`src/rtl/core/floyd_steinberg_dither_defines.svh`:
```
// Assertion macros for the dither core.
`ifndef FLOYD_STEINBERG_DITHER_DEFINES_SVH
`define FLOYD_STEINBERG_DITHER_DEFINES_SVH

// Same-cycle implication, checked outside reset.
`define FSD_ASSERT_NOW(lbl, ante, cons, msg) \
    lbl: assert property (@(posedge i_clk) disable iff (!i_rst_n) (ante) |-> (cons)) \
        else $error(msg);

// Next-cycle implication, checked outside reset.
`define FSD_ASSERT_NEXT(lbl, ante, cons, msg) \
    lbl: assert property (@(posedge i_clk) disable iff (!i_rst_n) (ante) |=> (cons)) \
        else $error(msg);

`endif

```
`src/rtl/core/fsd_pkg.sv`:
```
// Types and constants shared by the dither core.
package fsd_pkg;

    localparam int ERR_W = 12;
    localparam int PIX_W = 8;

    localparam logic [1:0] CFG_WIDTH     = 2'd0;
    localparam logic [1:0] CFG_HEIGHT    = 2'd1;
    localparam logic [1:0] CFG_THRESHOLD = 2'd2;

    localparam logic [11:0] WIDTH_RST  = 12'd640;
    localparam logic [11:0] HEIGHT_RST = 12'd480;
    localparam logic [7:0]  THRESH_RST = 8'd128;

    typedef struct packed {
        logic [PIX_W-1:0] pixel;
        logic             frame_start;
    } t_pix_in;

    typedef struct packed {
        logic dithered_bit;
        logic frame_end;
    } t_pix_out;

    typedef struct packed {
        logic                    valid;
        logic [PIX_W-1:0]        pixel;
        logic                    frame_start;
        logic                    last_col;
        logic signed [ERR_W-1:0] above;
        logic [7:0]              threshold;
    } t_dif_req;

    typedef struct packed {
        logic                    white;
        logic signed [ERR_W-1:0] row_err;
        logic signed [ERR_W-1:0] near_next;
    } t_dif_rsp;

endpackage

```
`src/rtl/core/fsd_diffuse.sv`:
```
// Quantizer and error split with the right-carry and next-row partial sums.
module fsd_diffuse
    import fsd_pkg::*;
(
    input  logic     i_clk,
    input  logic     i_rst_n,
    input  t_dif_req i_req,
    output t_dif_rsp o_rsp
);

    logic signed [ERR_W-1:0] r_carry, r_near, r_far;
    logic signed [ERR_W-1:0] carry_cur, near_cur, far_cur;
    logic signed [ERR_W-1:0] stage_a, work, s7, s3, s5, s1;
    logic signed [13:0]      sum_a, sum_b, sum_row, sum_near;
    logic signed [12:0]      err;
    logic signed [15:0]      e16;
    logic                    white;

    function automatic logic signed [ERR_W-1:0] sat12(input logic signed [13:0] v);
        if (v > 14'sd2047) begin
            return 12'sh7FF;
        end else if (v < -14'sd2048) begin
            return 12'sh800;
        end else begin
            return v[ERR_W-1:0];
        end
    endfunction

    // divide by 16, truncating toward zero
    function automatic logic signed [ERR_W-1:0] div16(input logic signed [15:0] v);
        logic signed [15:0] t;
        t = v + (v[15] ? 16'sd15 : 16'sd0);
        return $signed(t[15:4]);
    endfunction

    always_comb begin
        carry_cur = i_req.frame_start ? '0 : r_carry;
        near_cur  = i_req.frame_start ? '0 : r_near;
        far_cur   = i_req.frame_start ? '0 : r_far;

        sum_a   = $signed({6'b0, i_req.pixel}) + $signed({{2{carry_cur[11]}}, carry_cur});
        stage_a = sat12(sum_a);
        sum_b   = $signed({{2{stage_a[11]}}, stage_a})
                + $signed({{2{i_req.above[11]}}, i_req.above});
        work    = sat12(sum_b);
        white   = $signed({work[11], work}) > $signed({5'b0, i_req.threshold});
        err     = $signed({work[11], work}) - (white ? 13'sd255 : 13'sd0);

        e16 = $signed({{3{err[12]}}, err});
        s7  = div16((e16 <<< 3) - e16);
        s3  = div16((e16 <<< 1) + e16);
        s5  = div16((e16 <<< 2) + e16);
        s1  = div16(e16);

        sum_row  = $signed({{2{near_cur[11]}}, near_cur}) + $signed({{2{s3[11]}}, s3});
        sum_near = $signed({{2{far_cur[11]}}, far_cur}) + $signed({{2{s5[11]}}, s5});

        o_rsp.white     = white;
        o_rsp.row_err   = sat12(sum_row);
        o_rsp.near_next = sat12(sum_near);
    end

    always_ff @(posedge i_clk) begin
        if (!i_rst_n) begin
            r_carry <= '0;
            r_near  <= '0;
            r_far   <= '0;
        end else if (i_req.valid) begin
            if (i_req.last_col) begin
                r_carry <= '0;
                r_near  <= '0;
                r_far   <= '0;
            end else begin
                r_carry <= sat12($signed({{2{s7[11]}}, s7}));
                r_near  <= o_rsp.near_next;
                r_far   <= s1;
            end
        end
    end

endmodule

```
`config.mk`:
```
export PLATFORM = sky130hd
export DESIGN_NAME = fsd_diffuse
export DESIGN_NICKNAME = d
export VERILOG_FILES = /design/src/rtl/core/floyd_steinberg_dither_defines.svh /design/src/rtl/core/fsd_pkg.sv /design/src/rtl/core/fsd_diffuse.sv
export SDC_FILE = /design/constraint.sdc
export NUM_CORES = 1
export LEC_CHECK = 0
export ABC_AREA = 1
export ABC_CLOCK_PERIOD_IN_PS = 19800
export CORE_MARGIN = 2
export CORE_UTILIZATION = 38
export DETAILED_ROUTE_END_ITERATION = 8
export DONT_BUFFER_PORTS = 1
export PLACE_DENSITY_LB_ADDON = 0.12
export REMOVE_ABC_BUFFERS = 1
export SYNTH_ARGS = -nofsm -noshare
export SYNTH_HDL_FRONTEND = slang
export SYNTH_SLANG_ARGS = --single-unit
```
`constraint.sdc`:
```
create_clock -name i_clk -period 19.8 [get_ports i_clk]
set_input_delay 3.96 -clock i_clk [delete_from_list [all_inputs] [get_ports i_clk]]
set_output_delay 3.96 -clock i_clk [all_outputs]
set_load 0.05 [all_outputs]
```
==> summary.txt <==
Outcome
  • Status: finished clean

Global route
  • Global-route wire length before repair: ~32000 microns
  • All-Layer GR Usage: 0.197
  • Largest net degree at the start of global routing: 35
  • Remaining global-route overflow: 0
  • Initial antenna violation count: 0
  • Vias in the first global route: ~6600

Floorplan
  • Core ar.: around 18000 sq um
  • Die area: 19500 sq um
  • Die width: approximately 140 microns
  • Core Rows: 49
  • I/O Pins: 58
  • Die height: 139 microns
  • Initial Utilization: 0.388

Worst setup path
  • Crit start category: input port
  • Crit path to: o_rsp[1]
  • Critical path type: input port to output port
  • Reg2Reg Setup Slack: 8280 ps
  • Worst reg2reg path depth: 68
  • Crit end category: output port
  • CP Data Arrival Time: approximately 15000 ps
  • Critical Path Start: i_req[21]
  • CP max stage cell: fa_1
  • Worst-path fanout max: 30
  • Max incr delay on CP: between 300 and 400 ps
  • Req. time, crit path: 15840 ps
  • Worst reg2reg path endpoint: r_near[7]
  • Worst R2R Start: r_carry[2]
  • Crit path top cell by count: nand2_1

Layout
  • Most common cell after layout, fill and taps aside: nand2_1
  • Layout Area Growth over Synthesis: 9.87%
  • Nets: 1291
  • Share of layout cells above drive strength 1: 0.0932
  • Multi-input logic area: approximately 5600 sq um
  • Final non-filler cell total: 1377
  • FILL cells: 1989
  • # diodes: 0
  • Most frequent cells in the layout: 260 x nand2_1, 184 x inv_1, 114 x a21oi_1, 104 x ha_1, 74 x nor2_1
  • Register area: 681 sq um

Timing
  • FMAX: 53.7 MHz
  • Final Hold Viols: 0
  • Post-route minimum period: 18630 ps
  • Setup TNS: 0 ps
  • RSZ-0062 raised after global routing: no
  • Worst setup margin: 1170 ps
  • Final Max Slew Viols: 0
  • Max-slew headroom: 0.297
  • Clock Skews: 5.79 ps
  • Setup Viol. Count Final: 0
  • Fin crit share: 0.941
  • Worst-Margin Slew: 1050 ps

Detailed routing
  • Iteration count of the initial detailed-routing pass: 5
  • DRC errors left: 0
  • Vias/cell: roughly 5.0
  • Wire per inst: 13.7 microns
  • Post-route ant nets: 0
  • Initial DRC count: 360
  • DR vias: 6875
  • Drt total wl: 18900 microns

Logic synthesis
  • Post-synthesis mux area share: 0
  • Post-synth cell types: 48
  • Synth Cell Area: 6980 sq um
  • YS warnings: 0
  • Sequential area share after synthesis: 0.0976
  • Adder-cell share of the synthesized area: 0.207
  • Post-Synth Simple-Gate Area: 0.310
  • Cells after synthesis: 1133
  • Synth Area in XOR/XNOR: 0.101
  • Async S/R FF share, synth: 0
  • Post-synthesis register bit count: 34
  • Synth Area in Compound Gates: 0.170
  • Number of synthesized flops with an enable pin: 0
  • Largest family of logic cells by synthesized area: simple AND/OR/NAND/NOR gates
  • Mean Syn Cell Area: 6.16 sq um
  • Ys flop type: dfxtp_1

Clock tree
  • Root buf cell: clkbuf_16
  • Clock sinks: 34
  • CTS buffer count: 5
  • H-tree depth: 2
  • Clk_lat worst skew: 280 ps
  • Clk pin slew, worst setup/hold paths: 60 ps
  • CTS max path bufs: 2
  • CTS tree: done

Place
  • Pre-CTS setup slack: 404 ps
  • Gpl congestion: 0.860
  • IO buf count: 0
  • Detailed placement HPWL: 15900 microns
  • Placed cells: ~1400

Hold path
  • Min-delay worst type: flip-flop to flip-flop

Flow run
  • Total of max-cap violations: 0
registers in the layout, summed over array words and instances, names as in the netlist:
| name | flops |
|---|---|
| r_near | 12 |
| r_far | 10 |
| r_carry | 12 |
logic make-up after synthesis:
group,count (synthesis)
XOR/XNOR,78
flip-flops,34
AO/OA/AOI/OAI,217
adder cells (fa/ha/maj),111
AND/OR/NAND/NOR,481
buffers and inverters,212
worst min path at each step:
stage | startpoint | to | slack (ps) | cells past startpoint
final | r_far[1] | r_far[1] | 460 | 2
after global routing | r_far[1] | r_far[1] | 490 | 2
after CTS | r_carry[4] | r_carry[4] | 460 | 2
after detailed placement | r_carry[4] | r_carry[4] | 460 | 2
after global placement | r_far[1] | r_far[1] | 450 | 2
after floorplan | r_carry[0] | r_carry[0] | 450 | 2
routing by layer:
metal	up-vias	routed length, microns	GRT usage
li1	3695	-	-
met5	-	0	0
met2	93	8230	0.320
met3	10	541	0.0127
met4	0	129	0.0250
met1	3077	10000	0.294
cell usage after synthesis, types with 2 or more instances:
master	n	area, sq um
nand4_1	12	75.1
nor2_8	2	40.0
a2111oi_0	2	17.5
a221oi_1	2	17.5
xor2_2	3	48.8
clkbuf_1	11	41.3
nand2_1	263	987
nor2_1	77	289
nor2_2	7	43.8
dfxtp_1	34	681
nand2_4	6	67.6
inv_2	7	26.3
and2_1	6	37.5
o21ai_1	5	25.0
xor2_1	54	473
a31oi_1	2	12.5
xnor2_1	21	184
nand2_2	16	100
fa_1	7	140
nor3_1	4	20.0
nand3_2	4	40.0
o21bai_1	16	120
clkinv_1	4	15.0
a21oi_1	115	576
inv_1	185	694
o21ai_0	64	320
or2_2	3	18.8
ha_1	104	1300
nand3b_1	5	37.5
buf_1	3	11.3
nand3_1	71	355
o31ai_1	2	15.0
worst max-delay path: cells and delay by family:
kind	cells	cell delay, ps
buffers and inverters	10	1220
AND/OR/NAND/NOR	23	2780
XOR/XNOR	3	540
adder cells (fa/ha/maj)	8	2490
AO/OA/AOI/OAI	21	3650
per-stage QoR:
stage	utilization	hold WS, ps	instance area (sq um)
5_1_grt	0.427	485	7660
3_5_place_dp	0.410	455	7370
3_3_place_gp	0.410	453	7370
2_1_floorplan	-	445	6920
4_1_cts	0.421	465	7560
6_report	0.427	463	7660
final cells by class:
type                    instances  area share
multi-input cells             887       0.729
inverters                     197      0.0967
flip-flops and latches         34      0.0888
well taps                     229      0.0374
repair buffers                 22      0.0232
clock buffers                   5      0.0163
clock inverters                 3     0.00898
repair_timing:
action	in CTS	in global routing
buffers inserted	0	3
gates resized for setup	0	29
hold buffers	0	0
setup endpoints to repair	0	24
Power is left out: the tool's default activity adds up to more than one toggle a clock period on the data nets, which glitch-free logic cannot reach.
